[src/hw/rtl/cbm_pkg.sv]
// Shared types and constants for the cartridge bank mapper.
`default_nettype none

package cbm_pkg;

  localparam int ROM_ADDR_W = 21;
  localparam int RAM_ADDR_W = 15;
  localparam int CFG_INDEX_W = 2;
  localparam int CFG_DATA_W = 21;

  // Configuration register indexes.
  localparam logic [CFG_INDEX_W-1:0] CFG_ROM_SIZE_MASK = 2'd0;
  localparam logic [CFG_INDEX_W-1:0] CFG_RAM_SIZE_MASK = 2'd1;
  localparam logic [CFG_INDEX_W-1:0] CFG_RAM_PRESENT   = 2'd2;

  // Mapper register selects, address bits 14 and 13.
  localparam logic [1:0] SEL_RAM_ENABLE = 2'd0;
  localparam logic [1:0] SEL_ROM_BANK   = 2'd1;
  localparam logic [1:0] SEL_RAM_BANK   = 2'd2;
  localparam logic [1:0] SEL_MODEL      = 2'd3;

  localparam logic [7:0] RAM_ENABLE_KEY = 8'h0a;

  localparam logic [ROM_ADDR_W-1:0] RESET_ROM_SIZE_MASK = 21'h007fff;
  localparam logic [RAM_ADDR_W-1:0] RESET_RAM_SIZE_MASK = 15'h1fff;
  localparam logic [ROM_ADDR_W-1:0] BANK_ONE_BASE       = 21'h004000;
  localparam logic [ROM_ADDR_W-1:0] RESET_ROM_BASE      = BANK_ONE_BASE & RESET_ROM_SIZE_MASK;

  typedef struct packed {
    logic [15:0] address;
    logic [7:0]  data;
  } cpu_write_t;

  typedef struct packed {
    logic [ROM_ADDR_W-1:0] rom_window_base;
    logic                  ram_write_grant;
    logic [RAM_ADDR_W-1:0] ram_write_address;
    logic [7:0]            ram_write_data;
  } map_result_t;

  typedef struct packed {
    logic [ROM_ADDR_W-1:0] rom_size_mask;
    logic [RAM_ADDR_W-1:0] ram_size_mask;
    logic                  ram_present;
  } cbm_cfg_t;

endpackage

`default_nettype wire

[src/hw/rtl/cartridge_bank_mapper.sv]
// Top level of the cartridge bank mapper: request pipeline and configuration registers.
//
//   channel   direction  handshake             payload
//   cpu       in         cpu_valid/cpu_stall   cpu_write (address, data)
//   map       out        map_valid/map_stall   map_result (rom base, RAM write)
//   cfg       in         cfg_valid/cfg_ready   cfg_index, cfg_data
//
// A request is registered on acceptance and its result is registered in map_result
// when it advances, so one request can be taken every cycle while map does not stall.
// The input register and the result register form a two-entry pipeline; a stall
// on map backs up into cpu_stall in the same cycle. Synchronous reset clears the
// valid flags, the mapper registers and the configuration to their reset values.
`default_nettype none

module cartridge_bank_mapper (
  input  wire                              clk,
  input  wire                              rst,
  input  wire                              cpu_valid,
  output logic                             cpu_stall,
  input  wire cbm_pkg::cpu_write_t         cpu_write,
  output logic                             map_valid,
  input  wire                              map_stall,
  output cbm_pkg::map_result_t             map_result,
  input  wire                              cfg_valid,
  output logic                             cfg_ready,
  input  wire [cbm_pkg::CFG_INDEX_W-1:0]   cfg_index,
  input  wire [cbm_pkg::CFG_DATA_W-1:0]    cfg_data
);
  import cbm_pkg::*;

  cbm_cfg_t    cfg;
  cpu_write_t  req;
  logic        req_valid;
  logic        advance;
  map_result_t result;

  assign advance   = req_valid & (~map_valid | ~map_stall);
  assign cpu_stall = req_valid & ~advance;
  assign cfg_ready = 1'b1;

  always_ff @(posedge clk) begin
    if (rst) begin
      cfg.rom_size_mask <= RESET_ROM_SIZE_MASK;
      cfg.ram_size_mask <= RESET_RAM_SIZE_MASK;
      cfg.ram_present   <= 1'b1;
    end else if (cfg_valid) begin
      unique case (cfg_index)
        CFG_ROM_SIZE_MASK: cfg.rom_size_mask <= cfg_data[ROM_ADDR_W-1:0];
        CFG_RAM_SIZE_MASK: cfg.ram_size_mask <= cfg_data[RAM_ADDR_W-1:0];
        CFG_RAM_PRESENT:   cfg.ram_present   <= cfg_data[0];
        default: begin
        end
      endcase
    end
  end

  always_ff @(posedge clk) begin
    if (rst) begin
      req_valid <= 1'b0;
      map_valid <= 1'b0;
    end else begin
      if (cpu_valid && !cpu_stall) begin
        req_valid <= 1'b1;
      end else if (advance) begin
        req_valid <= 1'b0;
      end
      if (advance) begin
        map_valid <= 1'b1;
      end else if (!map_stall) begin
        map_valid <= 1'b0;
      end
    end
  end

  always_ff @(posedge clk) begin
    if (cpu_valid && !cpu_stall) begin
      req <= cpu_write;
    end
    if (advance) begin
      map_result <= result;
    end
  end

  cbm_core u_core (
    .clk       (clk),
    .rst       (rst),
    .advance   (advance),
    .cpu_write (req),
    .cfg       (cfg),
    .result    (result)
  );

endmodule

`default_nettype wire

[src/hw/rtl/cbm_core.sv]
// Mapper register file and the address mapping for one CPU write.
`default_nettype none

module cbm_core (
  input  wire                       clk,
  input  wire                       rst,
  input  wire                       advance,
  input  wire cbm_pkg::cpu_write_t  cpu_write,
  input  wire cbm_pkg::cbm_cfg_t    cfg,
  output cbm_pkg::map_result_t      result
);
  import cbm_pkg::*;

  logic                  ram_enabled, ram_enabled_next;
  logic [5:0]            rom_bank, rom_bank_next;
  logic [1:0]            ram_bank, ram_bank_next;
  logic                  memory_model, memory_model_next;
  logic [1:0]            rom_high_bits, rom_high_bits_next;
  logic [RAM_ADDR_W-1:0] ram_base, ram_base_next;
  logic [ROM_ADDR_W-1:0] rom_base, rom_base_next;

  logic [5:0] bank_sel;
  logic       is_reg;
  logic       is_ram;

  assign is_reg = ~cpu_write.address[15];
  assign is_ram = (cpu_write.address[15:13] == 3'b101);
  assign bank_sel = (cpu_write.data[5:0] == 6'd0) ? 6'd1 : cpu_write.data[5:0];

  always_comb begin
    ram_enabled_next   = ram_enabled;
    rom_bank_next      = rom_bank;
    ram_bank_next      = ram_bank;
    memory_model_next  = memory_model;
    rom_high_bits_next = rom_high_bits;
    ram_base_next      = ram_base;
    rom_base_next      = rom_base;
    if (is_reg) begin
      unique case (cpu_write.address[14:13])
        SEL_RAM_ENABLE: begin
          ram_enabled_next = ((cpu_write.data & RAM_ENABLE_KEY) == RAM_ENABLE_KEY);
        end
        SEL_ROM_BANK: begin
          // The high bits stay stored but are not part of this base.
          if (bank_sel != rom_bank) begin
            rom_bank_next = bank_sel;
            rom_base_next = {1'b0, bank_sel, 14'd0} & cfg.rom_size_mask;
          end
        end
        SEL_RAM_BANK: begin
          if (memory_model) begin
            if (cpu_write.data[1:0] != ram_bank) begin
              ram_bank_next = cpu_write.data[1:0];
              ram_base_next = {cpu_write.data[1:0], 13'd0} & cfg.ram_size_mask;
            end
          end else begin
            rom_high_bits_next = cpu_write.data[1:0];
            rom_base_next = ({1'b0, rom_bank, 14'd0} | {cpu_write.data[1:0], 19'd0})
                            & cfg.rom_size_mask;
          end
        end
        SEL_MODEL: begin
          memory_model_next = cpu_write.data[0];
        end
        default: begin
        end
      endcase
    end
  end

  always_comb begin
    result.rom_window_base   = rom_base_next;
    result.ram_write_grant   = 1'b0;
    result.ram_write_address = '0;
    result.ram_write_data    = '0;
    if (is_ram && ram_enabled && cfg.ram_present) begin
      result.ram_write_grant   = 1'b1;
      result.ram_write_address = ram_base + {2'b00, cpu_write.address[12:0]};
      result.ram_write_data    = cpu_write.data;
    end
  end

  always_ff @(posedge clk) begin
    if (rst) begin
      ram_enabled   <= 1'b0;
      rom_bank      <= 6'd1;
      ram_bank      <= 2'd0;
      memory_model  <= 1'b0;
      rom_high_bits <= 2'd0;
      ram_base      <= '0;
      rom_base      <= RESET_ROM_BASE;
    end else if (advance) begin
      ram_enabled   <= ram_enabled_next;
      rom_bank      <= rom_bank_next;
      ram_bank      <= ram_bank_next;
      memory_model  <= memory_model_next;
      rom_high_bits <= rom_high_bits_next;
      ram_base      <= ram_base_next;
      rom_base      <= rom_base_next;
    end
  end

endmodule

`default_nettype wire

[config.mk]
export PLATFORM = sky130hd
export DESIGN_NAME = cartridge_bank_mapper
export DESIGN_NICKNAME = d
export VERILOG_FILES = /design/src/hw/rtl/cbm_pkg.sv /design/src/hw/rtl/cartridge_bank_mapper.sv /design/src/hw/rtl/cbm_core.sv
export SDC_FILE = /design/constraint.sdc
export NUM_CORES = 1
export LEC_CHECK = 0
export BUFFER_PORTS_ARGS = -buffer_cell sky130_fd_sc_hd__clkbuf_2
export CORE_MARGIN = 4
export CORE_UTILIZATION = 56
export DETAILED_ROUTE_END_ITERATION = 7
export PLACE_DENSITY = 0.91
export SKIP_LAST_GASP = 1
export SYNTH_ARGS = -nofsm -noshare
export SYNTH_HDL_FRONTEND = slang
export SYNTH_HIERARCHICAL = 1
export SYNTH_SLANG_ARGS = --single-unit
[constraint.sdc]
create_clock -name clk -period 7.4 [get_ports clk]
set_clock_uncertainty 0.1 [all_clocks]
set_input_delay 1.48 -clock clk [delete_from_list [all_inputs] [get_ports clk]]
set_output_delay 1.48 -clock clk [all_outputs]
set_load 0.02 [all_outputs]
==> results_tabular.tex, run 1 <==
\begin{tabular}{lr}
\hline
Metric & Value \\
\hline
\multicolumn{2}{l}{\textbf{Status}} \\
\quad Result of the run & completed \\
\multicolumn{2}{l}{\textbf{Floorplan}} \\
\quad Die area & roughly 0.0096 mm\^{}2 \\
\quad Initial core utilization & 0.581 \\
\quad Core area & 0.00777 mm\^{}2 \\
\quad Std-Cell Rows & 32 \\
\quad Die width & around 100 um \\
\quad I/O pin total & 100 \\
\quad Vertical die dimension & $\sim$100 um \\
\multicolumn{2}{l}{\textbf{Flow run}} \\
\quad Number of max-cap violations & 0 \\
\multicolumn{2}{l}{\textbf{Critical path}} \\
\quad Critical Path End Type & output port \\
\quad Critical-path maximum fanout & 3 \\
\quad Data arrival time of the worst path & 1.99 ns \\
\quad Critical path class & in -> out \\
\quad Critical path startpoint category & input port \\
\quad Req. time, crit path & 5.82 ns \\
\multicolumn{2}{l}{\textbf{Global route}} \\
\quad Maximum number of pins on one net before global-route repair & between 50 and 60 \\
\quad Number of global-route vias before repair & just under 3000 \\
\quad Gr ovfl total & 0 \\
\quad Global-route usage over all layers & 0.198 \\
\quad Wire length of the first global-routing pass & 14.5 mm \\
\quad Number of antenna violations at the first check in global routing & 0 \\
\multicolumn{2}{l}{\textbf{Final layout}} \\
\quad Storage element area & between 0.002 and 0.003 mm\^{}2 \\
\quad Area of the multi-input gates & approximately 0.0014 mm\^{}2 \\
\quad Net count, final & between 400 and 500 \\
\quad Layout overhead on the synthesized area & 24.0\% \\
\quad \# diodes & 0 \\
\quad Final core occ & 0.720 \\
\quad Final std cell area, no fill & between 0.005 and 0.006 mm\^{}2 \\
\quad Share of layout cells above drive strength 1 & 0.287 \\
\quad Filler Cells Inserted & about 500 \\
\multicolumn{2}{l}{\textbf{Logic synthesis}} \\
\quad Mapped cell area & 0.00451 mm\^{}2 \\
\quad Syn Area/Cell & 12.8 um\^{}2 \\
\quad Net count after synthesis & a little over 400 \\
\quad Count of mapped cells out of synthesis & approximately 350 \\
\quad Count of yosys warnings during synthesis & 6 \\
\multicolumn{2}{l}{\textbf{CTS}} \\
\quad Clock Latency Late Sink & 0.52 ns \\
\quad CTS H-tree lvls & 4 \\
\quad Total clock buffers created by CTS & 17 \\
\quad Number of setup buffers added after CTS & 0 \\
\quad Root buffer selected by CTS & sky130\_fd\_sc\_hd\_\_clkbuf\_8 \\
\quad Clock-pin transition on the worst setup and hold timing paths & about 0.060 ns \\
\quad Hold buffer count at cts & 0 \\
\quad Post-cts repair resize count & 0 \\
\quad Maximum number of buffers from clock root to sink & 2 \\
\quad Count of clock tree sinks & between 100 and 150 \\
\quad CTS tree & built \\
\multicolumn{2}{l}{\textbf{STA}} \\
\quad Final Max Slew Viols & 0 \\
\quad Hold Fails Final Rpt & 0 \\
\quad Tmin final & approximately 3.6 ns \\
\quad Setup repair after global routing missed its margin & false \\
\quad Transition at the pin with the smallest max-transition slack & between 1 and 1.5 ns \\
\quad Setup-failing EPs final & 0 \\
\quad Final worst hold slack & about 0.35 ns \\
\quad Max frequency & roughly 280 MHz \\
\quad Max\_slew headroom & 0.269 \\
\quad Share of the clock period used by the worst path & 0.482 \\
\quad Total negative slack & 0 ns \\
\multicolumn{2}{l}{\textbf{Power}} \\
\quad Sequential power share & 0.441 \\
\quad Power share of the clock group & 0.512 \\
\quad Net switching power of the design & approximately 0.00034 W \\
\quad Power density of the placed cells & between 200 and 300 mW/mm\^{}2 \\
\quad Combinational power share & 0.047 \\
\quad Worst VDD drop & $\sim$0.17 mV \\
\quad Cell Int Power & roughly 0.0013 W \\
\quad Static Leak & 2.25 nW \\
\quad Sw Share & 0.213 \\
\multicolumn{2}{l}{\textbf{Routing}} \\
\quad Via density per instance & around 5.3 \\
\quad Antenna Nets Post-Route & 0 \\
\quad Total routed wire length on the met1 layer & around 3.5 mm \\
\quad Met2 wire length & around 4.5 mm \\
\quad Highest metal layer with signal wires & met4 \\
\quad Router iterations before antenna repair & 4 \\
\quad Routed wire length & slightly below 9 mm \\
\quad Drt first-iter violations & slightly below 200 \\
\quad Routed vias & 2933 \\
\quad DRC & 0 \\
\quad Avg WL per Cell & between 15 and 20 um \\
\quad Wire length on met3 & a little over 600 um \\
\multicolumn{2}{l}{\textbf{Placement}} \\
\quad Count of input and output buffers & 86 \\
\quad Placement Cell Area & between 0.004 and 0.005 mm\^{}2 \\
\quad HPWL after DPL & about 5.8 mm \\
\quad Placer's final routability congestion estimate & approximately 0.85 \\
\multicolumn{2}{l}{\textbf{Min path}} \\
\quad Classification of the worst-slack hold path & reg -> reg \\
\hline
\end{tabular}
-- sequential cells by signal, summed over array words and instances (netlist names) --
name and cells:
req_valid 1, u_core/memory_model 1, u_core/rom_bank 6, req 24, map_result 45, u_core/ram_base 2
map_valid 1, u_core/ram_enabled 1, cfg 10, u_core/rom_base 21, u_core/ram_bank 2
-- power by group through the flow --
stage	combinational, W	clock [W]	sequential, W
finish	0.0000759	0.000822	0.000707
global route	0.0000826	0.000867	0.000709
CTS	0.0000764	0.000829	0.000707
detailed placement	0.0000753	0	0.000720
global placement	0.0000728	0	0.000718
floorplan	0.0000378	0	0.000730
-- stage by stage --
stage,instances,setup WS [ns],power [W]
3_5_place_dp,523,3.71,0.000795
5_1_grt,555,3.80,0.00166
4_1_cts,555,3.83,0.00161
6_report,555,3.83,0.00160
2_1_floorplan,353,1.02,0.000767
3_3_place_gp,523,3.78,0.000791
-- layout by cell type, fill, tap and decap left out, types with 2 or more instances in the layout --
| cell | n |
|---|---|
| sky130_fd_sc_hd__o221ai_1 | 4 |
| sky130_fd_sc_hd__nand3_1 | 10 |
| sky130_fd_sc_hd__nand2b_1 | 18 |
| sky130_fd_sc_hd__clkinv_2 | 2 |
| sky130_fd_sc_hd__o21ai_0 | 4 |
| sky130_fd_sc_hd__nor2_1 | 17 |
| sky130_fd_sc_hd__inv_1 | 6 |
| sky130_fd_sc_hd__nor2b_1 | 3 |
| sky130_fd_sc_hd__clkbuf_16 | 16 |
| sky130_fd_sc_hd__nand2_1 | 28 |
| sky130_fd_sc_hd__mux2i_1 | 17 |
| sky130_fd_sc_hd__nor3_1 | 3 |
| sky130_fd_sc_hd__dfxtp_1 | 45 |
| sky130_fd_sc_hd__o211ai_1 | 3 |
| sky130_fd_sc_hd__clkinv_1 | 2 |
| sky130_fd_sc_hd__bufinv_16 | 4 |
| sky130_fd_sc_hd__a21oi_1 | 9 |
| sky130_fd_sc_hd__and2_1 | 54 |
| sky130_fd_sc_hd__edfxtp_1 | 69 |
| sky130_fd_sc_hd__clkbuf_2 | 86 |
| sky130_fd_sc_hd__nand4_1 | 3 |
| sky130_fd_sc_hd__ha_1 | 4 |
| sky130_fd_sc_hd__and2_2 | 2 |
| sky130_fd_sc_hd__a21o_1 | 2 |
| sky130_fd_sc_hd__xnor2_1 | 4 |
| sky130_fd_sc_hd__nor2_2 | 2 |
| sky130_fd_sc_hd__xor2_1 | 3 |
| sky130_fd_sc_hd__clkinvlp_4 | 6 |
| sky130_fd_sc_hd__a221o_1 | 4 |
-- cell type report --
class	count	share of cell area
multi-input combinational	214	0.255
tap	102	0.0228
inverter	6	0.00403
sequential	114	0.532
clock buffer	17	0.0740
timing repair buffer	87	0.0783
clock inverter	15	0.0342
-- layer usage --
layer,global-route usage,vias up
li1,-,1415
met1,0.217,1364
met2,0.324,121
met3,0.0736,33
met4,0.130,0
met5,0,-
-- worst max-delay path, cell delays in order --
cell	delay, ns
sky130_fd_sc_hd__clkbuf_2	0.13
sky130_fd_sc_hd__nand3_1	0.10
sky130_fd_sc_hd__inv_1	0.10
sky130_fd_sc_hd__clkbuf_2	0.17
-- final timing paths --
kind                                                         end  slack, ns                             start  cells after the start
worst max-delay path                                   cpu_stall       3.83                         map_stall                      4
worst min-delay path            u_core/rom_base[13]$_SDFFE_PP0P_       0.35  u_core/rom_base[13]$_SDFFE_PP0P_                      1
worst max register to register          map_result[44]$_DFFE_PP_       4.37                  req[1]$_DFFE_PP_                      6
worst min register to register  u_core/rom_base[13]$_SDFFE_PP0P_       0.35  u_core/rom_base[13]$_SDFFE_PP0P_                      1
No activity file was read; power rests on OpenSTA's default activity.
==> run 2, diff against run 1 <==
clock period = 3.5 ns   (was 7.4 ns; I/O delays follow)
==> run 2 against run 1 <==
Utilization rose by 0.47 points. Global-route usage rose by 1.3 points. Worst hold slack got worse by 0.10 ns. Die area did not move. Count of clock-buffer cells in the layout did not move. First-iteration DRC count rose by 63%. Register-to-register slack got worse by 3.7 ns. Design area rose by 0.65%. Clock power rose by 120%. Non-clock buffer count rose by 3. Critical path depth rose by 2. Combinational power rose by 120%.
==> results_tabular.tex, run 2 (synthesis gave the netlist of run 1 again) <==
\begin{tabular}{lr}
\hline
Metric & Value \\
\hline
\multicolumn{2}{l}{\textbf{Status}} \\
\quad Result of the run & completed \\
\multicolumn{2}{l}{\textbf{Final layout}} \\
\quad Most common cell after layout, fill and taps aside & sky130\_fd\_sc\_hd\_\_clkbuf\_2 \\
\quad Final core occ & 0.725 (+0.00467) \\
\quad Net count, final & 499 (+0.60\%) \\
\quad Flip-flop count of the largest register, all copies and words added & 45 (unchanged) \\
\quad Most frequent cells in the layout & sky130\_fd\_sc\_hd\_\_clkbuf\_2, sky130\_fd\_sc\_hd\_\_edfxtp\_1, sky130\_fd\_sc\_hd\_\_and2\_1, sky130\_fd\_sc\_hd\_\_dfxtp\_1, sky130\_fd\_sc\_hd\_\_nand2\_1 \\
\quad Reg with most FFs & map\_result \\
\quad Non-filler instance count after layout & 558 (+0.54\%) \\
\quad Filler Cells Inserted & 500 (+0.40\%) \\
\quad Registers with the most flip-flops & map\_result: 45 flops, req: 24 flops, u\_core/rom\_base: 21 flops \\
\quad Share of layout cells above drive strength 1 & 0.294 (+0.00688) \\
\quad Layout overhead on the synthesized area & 24.8\% \\
\quad \# diodes & 0 (unchanged) \\
\quad Final std cell area, no fill & 0.00563 mm\^{}2 (+0.65\%) \\
\multicolumn{2}{l}{\textbf{Global route}} \\
\quad Maximum number of pins on one net before global-route repair & 49 (-5.8\%) \\
\quad Wire length of the first global-routing pass & 15.6 mm (+7.5\%) \\
\quad Global-route usage over all layers & 0.211 (+0.0131) \\
\quad Number of antenna violations at the first check in global routing & 0 (unchanged) \\
\quad Gr ovfl total & 0 (unchanged) \\
\quad Number of global-route vias before repair & 3086 (+4.5\%) \\
\multicolumn{2}{l}{\textbf{Floorplan}} \\
\quad Die area & 0.00956 mm\^{}2 (unchanged) \\
\quad Die width & 97.8 um (unchanged) \\
\quad Vertical die dimension & 97.8 um (unchanged) \\
\quad Core area & 0.00777 mm\^{}2 (unchanged) \\
\quad Std-Cell Rows & 32 (unchanged) \\
\quad I/O pin total & 100 (unchanged) \\
\quad Initial core utilization & 0.581 (unchanged) \\
\multicolumn{2}{l}{\textbf{Routing}} \\
\quad Routed wire length & 9.70 mm (+8.5\%) \\
\quad Met2 wire length & 4.97 mm (+11\%) \\
\quad Wire length on met3 & 702 um (+14\%) \\
\quad Drt first-iter violations & 316 (+63\%) \\
\quad Antenna Nets Post-Route & 0 (unchanged) \\
\quad Avg WL per Cell & 17.4 um (+7.9\%) \\
\quad DRC & 0 (unchanged) \\
\quad Highest metal layer with signal wires & met4 \\
\quad Total routed wire length on the met1 layer & 3.63 mm (+4.1\%) \\
\quad Router iterations before antenna repair & 5 (+1) \\
\quad Via density per instance & 5.45 (+3.2\%) \\
\quad Routed vias & 3042 (+3.7\%) \\
\multicolumn{2}{l}{\textbf{CTS}} \\
\quad Hold buffer count at cts & 0 (unchanged) \\
\quad CTS tree & built \\
\quad Total clock buffers created by CTS & 17 (unchanged) \\
\quad Clock-pin transition on the worst setup and hold timing paths & 0.06 ns (about the same) \\
\quad Maximum number of buffers from clock root to sink & 2 (unchanged) \\
\quad Root buffer selected by CTS & sky130\_fd\_sc\_hd\_\_clkbuf\_8 \\
\quad CTS H-tree lvls & 4 (unchanged) \\
\quad Number of setup buffers added after CTS & 0 (unchanged) \\
\quad Post-cts repair resize count & 0 (unchanged) \\
\quad Count of clock tree sinks & 114 (unchanged) \\
\quad Clock Latency Late Sink & 0.52 ns (about the same) \\
\multicolumn{2}{l}{\textbf{STA}} \\
\quad Total negative slack & 0 ns (unchanged) \\
\quad Max\_slew headroom & 0.497 (+0.228) \\
\quad Setup-failing EPs final & 0 (unchanged) \\
\quad Final Max Slew Viols & 0 (unchanged) \\
\quad Share of the clock period used by the worst path & 0.812 \\
\quad Max frequency & 352 MHz \\
\quad Hold Fails Final Rpt & 0 (unchanged) \\
\quad Setup repair after global routing missed its margin & false \\
\quad Transition at the pin with the smallest max-transition slack & 0.755 ns (-0.340 ns) \\
\quad Tmin final & approximately 2.8 ns \\
\multicolumn{2}{l}{\textbf{Critical path}} \\
\quad Critical register-to-register path startpoint & req[3]\$\_DFFE\_PP\_ \\
\quad Cell breakdown of the critical path & or4\_4, o21bai\_4, xor2\_4, o31a\_2, a21oi\_2, a221o\_1 \\
\quad Critical Path End Type & register \\
\quad Critical path class & reg -> reg \\
\quad Cell at the slowest stage of the critical path & sky130\_fd\_sc\_hd\_\_a21oi\_2 \\
\quad Critical Path Max Stage Delay & 0.62 ns (+0.45 ns) \\
\quad Reg-to-reg endpoint & u\_core/rom\_base[16]\$\_SDFFE\_PP0P\_ \\
\quad End of the critical path & u\_core/rom\_base[16]\$\_SDFFE\_PP0P\_ \\
\quad Data arrival time of the worst path & 3.20 ns (+1.21 ns) \\
\quad WP buf/inv & 0 (-3) \\
\quad Number of logic stages on the critical path including buffering & 6 (+2) \\
\quad Req. time, crit path & 3.86 ns (-1.96 ns) \\
\quad Top cell family by delay on the critical path & compound AO/OA/AOI/OAI gates \\
\quad Depth of the worst register-to-register path & 6 (unchanged) \\
\quad Critical path startpoint category & register \\
\quad Reg-to-reg setup timing slack & 0.66 ns (-3.71 ns) \\
\quad Critical-path maximum fanout & 19 (+16) \\
\quad Beginning of the critical path & req[3]\$\_DFFE\_PP\_ \\
\multicolumn{2}{l}{\textbf{Min path}} \\
\quad Classification of the worst-slack hold path & in -> reg \\
\multicolumn{2}{l}{\textbf{Power}} \\
\quad Static Leak & 2.28 nW (+1.5\%) \\
\quad Worst VDD drop & 0.468 mV (+180\%) \\
\quad Power density of the placed cells & 613 mW/mm\^{}2 (+110\%) \\
\multicolumn{2}{l}{\textbf{Placement}} \\
\quad Count of input and output buffers & 86 (unchanged) \\
\quad HPWL after DPL & 5.87 mm (+1.7\%) \\
\quad Placement Cell Area & 0.00501 mm\^{}2 (+0.45\%) \\
\quad Placer's final routability congestion estimate & 0.902 (+5.9\%) \\
\quad Inst Count DP & 526 (+0.57\%) \\
\multicolumn{2}{l}{\textbf{Flow run}} \\
\quad Number of max-cap violations & 0 (unchanged) \\
\hline
\end{tabular}
-- run 2: final cells by class --
class	count	area (um^2)	area share
Sequential cell	114	2970	0.528
Multi-Input combinational cell	214	1430	0.253
Timing Repair Buffer	90	460	0.0818
Clock buffer	17	414	0.0736
Clock inverter	15	205	0.0365
Tap cell	102	128	0.0227
Inverter	6	22.5	0.00400
-- run 2: worst min path at each step --
stage | slack, ns | cells after the start | from | end
2_1_floorplan | 0.32 | 1 | u_core/rom_base[0]$_SDFFE_PP0P_ | u_core/rom_base[0]$_SDFFE_PP0P_
3_3_place_gp | 0.33 | 1 | u_core/rom_base[3]$_SDFFE_PP0P_ | u_core/rom_base[3]$_SDFFE_PP0P_
3_5_place_dp | 0.34 | 1 | u_core/rom_base[8]$_SDFFE_PP0P_ | u_core/rom_base[8]$_SDFFE_PP0P_
4_1_cts | 0.24 | 1 | cpu_write[22] | req[22]$_DFFE_PP_
5_1_grt | 0.24 | 1 | cpu_write[17] | req[17]$_DFFE_PP_
6_report | 0.25 | 1 | cpu_write[4] | req[4]$_DFFE_PP_
-- run 2: worst register-to-register path, stage by stage, from the launching register on --
cell                       delay [ns]
sky130_fd_sc_hd__edfxtp_1        0.53
sky130_fd_sc_hd__or4_4           0.54
sky130_fd_sc_hd__o21bai_4        0.22
sky130_fd_sc_hd__xor2_4          0.14
sky130_fd_sc_hd__o31a_2          0.37
sky130_fd_sc_hd__a21oi_2         0.62
sky130_fd_sc_hd__a221o_1         0.27
-- run 2: per-stage QoR --
stage,hold WS (ns),setup slack [ns],total power [W]
global placement,0.333,0.813,0.00168
detailed placement,0.339,0.689,0.00168
CTS,0.240,0.676,0.00347
floorplan,0.321,0.227,0.00162
finish,0.253,0.657,0.00345
global route,0.238,0.551,0.00356
-- run 2: power by group --
part / internal (W) / switching [W]
Sequential: 0.00147 / 0.0000246
Clock: 0.00116 / 0.000626
Combinational: 0.0000592 / 0.000110
Total: 0.00269 / 0.000761
-- run 2: routing by layer --
layer | vias up | global-route usage
met4 | 0 | 0.122
met1 | 1429 | 0.230
li1 | 1415 | -
met3 | 35 | 0.0679
met5 | - | 0
met2 | 163 | 0.363
==> run 3, diff against run 2 <==
clock period = 2.75 ns   (was 3.5 ns; I/O delays follow)
==> run 3 against run 2 <==
Die area unchanged. Combinational power grew 37%. Utilization increased by 1.0 points. Largest cell class unchanged. Sequential share of layout area is 0.75 points lower.
==> results_tabular.tex, run 3 (synthesis gave the netlist of run 1 again) <==
\begin{tabular}{lr}
\hline
Metric & Value \\
\hline
\multicolumn{2}{l}{\textbf{Final layout}} \\
\quad Most common cell after layout, fill and taps aside & sky130\_fd\_sc\_hd\_\_clkbuf\_2 \\
\quad Filler Cells Inserted & 479 (-4.2\%) \\
\quad Flip-flop count of the largest register, all copies and words added & 45 (unchanged) \\
\quad Reg with most FFs & map\_result \\
\quad Registers with the most flip-flops & map\_result: 45 flops, req: 24 flops, u\_core/rom\_base: 21 flops \\
\quad Share of layout cells above drive strength 1 & 0.313 (+0.0188) \\
\quad Net count, final & 510 (+2.2\%) \\
\quad Most frequent cells in the layout & sky130\_fd\_sc\_hd\_\_clkbuf\_2, sky130\_fd\_sc\_hd\_\_edfxtp\_1, sky130\_fd\_sc\_hd\_\_and2\_1, sky130\_fd\_sc\_hd\_\_dfxtp\_1, sky130\_fd\_sc\_hd\_\_nand2\_1 \\
\quad Layout overhead on the synthesized area & 26.6\% \\
\quad \# diodes & 0 (unchanged) \\
\multicolumn{2}{l}{\textbf{Critical path}} \\
\quad Cell at the slowest stage of the critical path & sky130\_fd\_sc\_hd\_\_or4\_4 \\
\quad Critical path class & reg -> reg \\
\quad Cell breakdown of the critical path & or4\_4, o21bai\_4, xor2\_4, buf\_4, o31a\_2, a21oi\_2, buf\_4, and2\_1 \\
\quad Critical Path End Type & register \\
\quad Top cell family by delay on the critical path & compound AO/OA/AOI/OAI gates \\
\quad Critical path startpoint category & register \\
\quad Req. time, crit path & 3.11 ns (-0.75 ns) \\
\quad Most frequent cell on the critical path & sky130\_fd\_sc\_hd\_\_buf\_4 \\
\quad Data arrival time of the worst path & 2.88 ns (-0.32 ns) \\
\quad Critical Path Max Stage Delay & 0.56 ns (-0.06 ns) \\
\quad Critical-path maximum fanout & 16 (-3) \\
\quad WP buf/inv & 2 (+2) \\
\multicolumn{2}{l}{\textbf{CTS}} \\
\quad Maximum number of buffers from clock root to sink & 2 (unchanged) \\
\quad Clock Latency Late Sink & 0.52 ns (about the same) \\
\quad CTS tree & built \\
\quad Hold buffer count at cts & 0 (unchanged) \\
\quad Count of clock tree sinks & 114 (unchanged) \\
\quad Total clock buffers created by CTS & 17 (unchanged) \\
\quad CTS H-tree lvls & 4 (unchanged) \\
\quad Number of setup buffers added after CTS & 0 (unchanged) \\
\quad Clock-pin transition on the worst setup and hold timing paths & 0.06 ns (about the same) \\
\quad Root buffer selected by CTS & sky130\_fd\_sc\_hd\_\_clkbuf\_8 \\
\multicolumn{2}{l}{\textbf{Power}} \\
\quad Power density of the placed cells & 763 mW/mm\^{}2 (+25\%) \\
\quad Total power draw & 0.00436 W (+26\%) \\
\quad Static Leak & 2.33 nW (+2.2\%) \\
\quad Power share of the clock group & 0.512 (-0.006) \\
\quad Sw Share & 0.229 (+0.00874) \\
\quad Combinational power share & 0.053 (+0.004) \\
\quad Sequential power share & 0.434 (about the same) \\
\quad Worst VDD drop & 0.492 mV (+5.0\%) \\
\quad Net switching power of the design & 0.00100 W (+31\%) \\
\quad Cell Int Power & 0.00336 W (+25\%) \\
\multicolumn{2}{l}{\textbf{Routing}} \\
\quad Avg WL per Cell & 16.7 um (-4.1\%) \\
\quad DRC & 0 (unchanged) \\
\quad Via density per instance & 5.32 (-2.4\%) \\
\quad Router iterations before antenna repair & 4 (-1) \\
\quad Routed wire length & 9.48 mm (-2.2\%) \\
\quad Antenna Nets Post-Route & 0 (unchanged) \\
\quad Routed vias & 3029 (-0.43\%) \\
\quad Drt first-iter violations & 170 (-46\%) \\
\multicolumn{2}{l}{\textbf{STA}} \\
\quad Max\_slew headroom & 0.501 (+0.00460) \\
\quad Transition at the pin with the smallest max-transition slack & 0.745 ns (-0.0102 ns) \\
\quad Final Max Slew Viols & 0 (unchanged) \\
\quad Hold Fails Final Rpt & 0 (unchanged) \\
\quad Total negative slack & 0 ns (unchanged) \\
\quad Setup repair after global routing missed its margin & false \\
\quad Share of the clock period used by the worst path & 0.916 (+0.104) \\
\quad Max frequency & 397 MHz (+13\%) \\
\quad Tmin final & 2.52 ns (-0.324 ns) \\
\quad Setup-failing EPs final & 0 (unchanged) \\
\multicolumn{2}{l}{\textbf{Floorplan}} \\
\quad Std-Cell Rows & 32 (unchanged) \\
\quad Die area & 0.00956 mm\^{}2 (unchanged) \\
\quad Core area & 0.00777 mm\^{}2 (unchanged) \\
\quad Die width & 97.8 um (unchanged) \\
\quad I/O pin total & 100 (unchanged) \\
\quad Vertical die dimension & 97.8 um (unchanged) \\
\quad Initial core utilization & 0.581 (unchanged) \\
\multicolumn{2}{l}{\textbf{Global route}} \\
\quad Wire length of the first global-routing pass & 15.7 mm (+0.35\%) \\
\quad Number of antenna violations at the first check in global routing & 0 (unchanged) \\
\quad Maximum number of pins on one net before global-route repair & 27 (-45\%) \\
\quad Global-route usage over all layers & 0.214 (+0.00225) \\
\quad Gr ovfl total & 0 (unchanged) \\
\quad Number of global-route vias before repair & 3079 (-0.23\%) \\
\multicolumn{2}{l}{\textbf{Placement}} \\
\quad HPWL after DPL & 6.01 mm (+2.4\%) \\
\quad Count of input and output buffers & 86 (unchanged) \\
\quad Placer's final routability congestion estimate & 0.899 (-0.26\%) \\
\multicolumn{2}{l}{\textbf{Flow run}} \\
\quad Number of max-cap violations & 0 (unchanged) \\
\multicolumn{2}{l}{\textbf{Status}} \\
\quad Result of the run & completed \\
\multicolumn{2}{l}{\textbf{Min path}} \\
\quad Classification of the worst-slack hold path & in -> reg \\
\hline
\end{tabular}
-- run 3: layout make-up --
cell class	instances	area [um^2]	area share
flip-flops and latches	114	2970	0.521
multi-input cells	214	1440	0.252
repair buffers	101	543	0.0951
clock buffers	17	414	0.0725
clock inverters	15	194	0.0340
well taps	102	128	0.0223
inverters	6	22.5	0.00394
-- run 3: worst paths after layout --
kind / from / to / slack, ns / depth (start not counted)
setup / recovery: req[1]$_DFFE_PP_ / u_core/rom_base[13]$_SDFFE_PP0P_ / 0.23 / 8
hold / removal: cpu_write[18] / req[18]$_DFFE_PP_ / 0.1 / 1
setup reg to reg: req[1]$_DFFE_PP_ / u_core/rom_base[13]$_SDFFE_PP0P_ / 0.23 / 8
hold reg to reg: u_core/rom_base[7]$_SDFFE_PP0P_ / u_core/rom_base[7]$_SDFFE_PP0P_ / 0.35 / 1
-- run 3: through the flow --
| step | util | setup WS (ns) | hold WS (ns) | area [um^2] | cells |
|---|---|---|---|---|---|
| 2_1_floorplan | - | 0.117 | 0.321 | 4520 | 353 |
| 3_3_place_gp | 0.656 | 0.122 | 0.333 | 5090 | 537 |
| 3_5_place_dp | 0.656 | 0.0653 | 0.337 | 5090 | 537 |
| 4_1_cts | 0.735 | 0.235 | 0.0784 | 5710 | 569 |
| 5_1_grt | 0.735 | 0.110 | 0.0894 | 5710 | 569 |
| 6_report | 0.735 | 0.231 | 0.0959 | 5710 | 569 |
-- run 3: power by group through the flow --
stage	clock network (W)	registers [W]	logic [W]
2_1_floorplan	0	0.00196	0.000102
3_3_place_gp	0	0.00192	0.000221
3_5_place_dp	0	0.00193	0.000228
4_1_cts	0.00227	0.00189	0.000233
5_1_grt	0.00235	0.00190	0.000254
6_report	0.00223	0.00189	0.000233
-- run 3: metal layers --
metal,vias to the layer above,part of all wire,global-route usage
li1,1444,-,-
met1,1446,0.40,0.243
met2,116,0.52,0.370
met3,23,0.058,0.0600
met4,0,0.024,0.104
met5,-,0,0
-- run 3: repair_timing --
action | 4_1_cts | 5_1_grt
hold endpoints to repair | 0 | 0
resized for setup | 1 | 0
setup endpoints to repair | 1 | 0
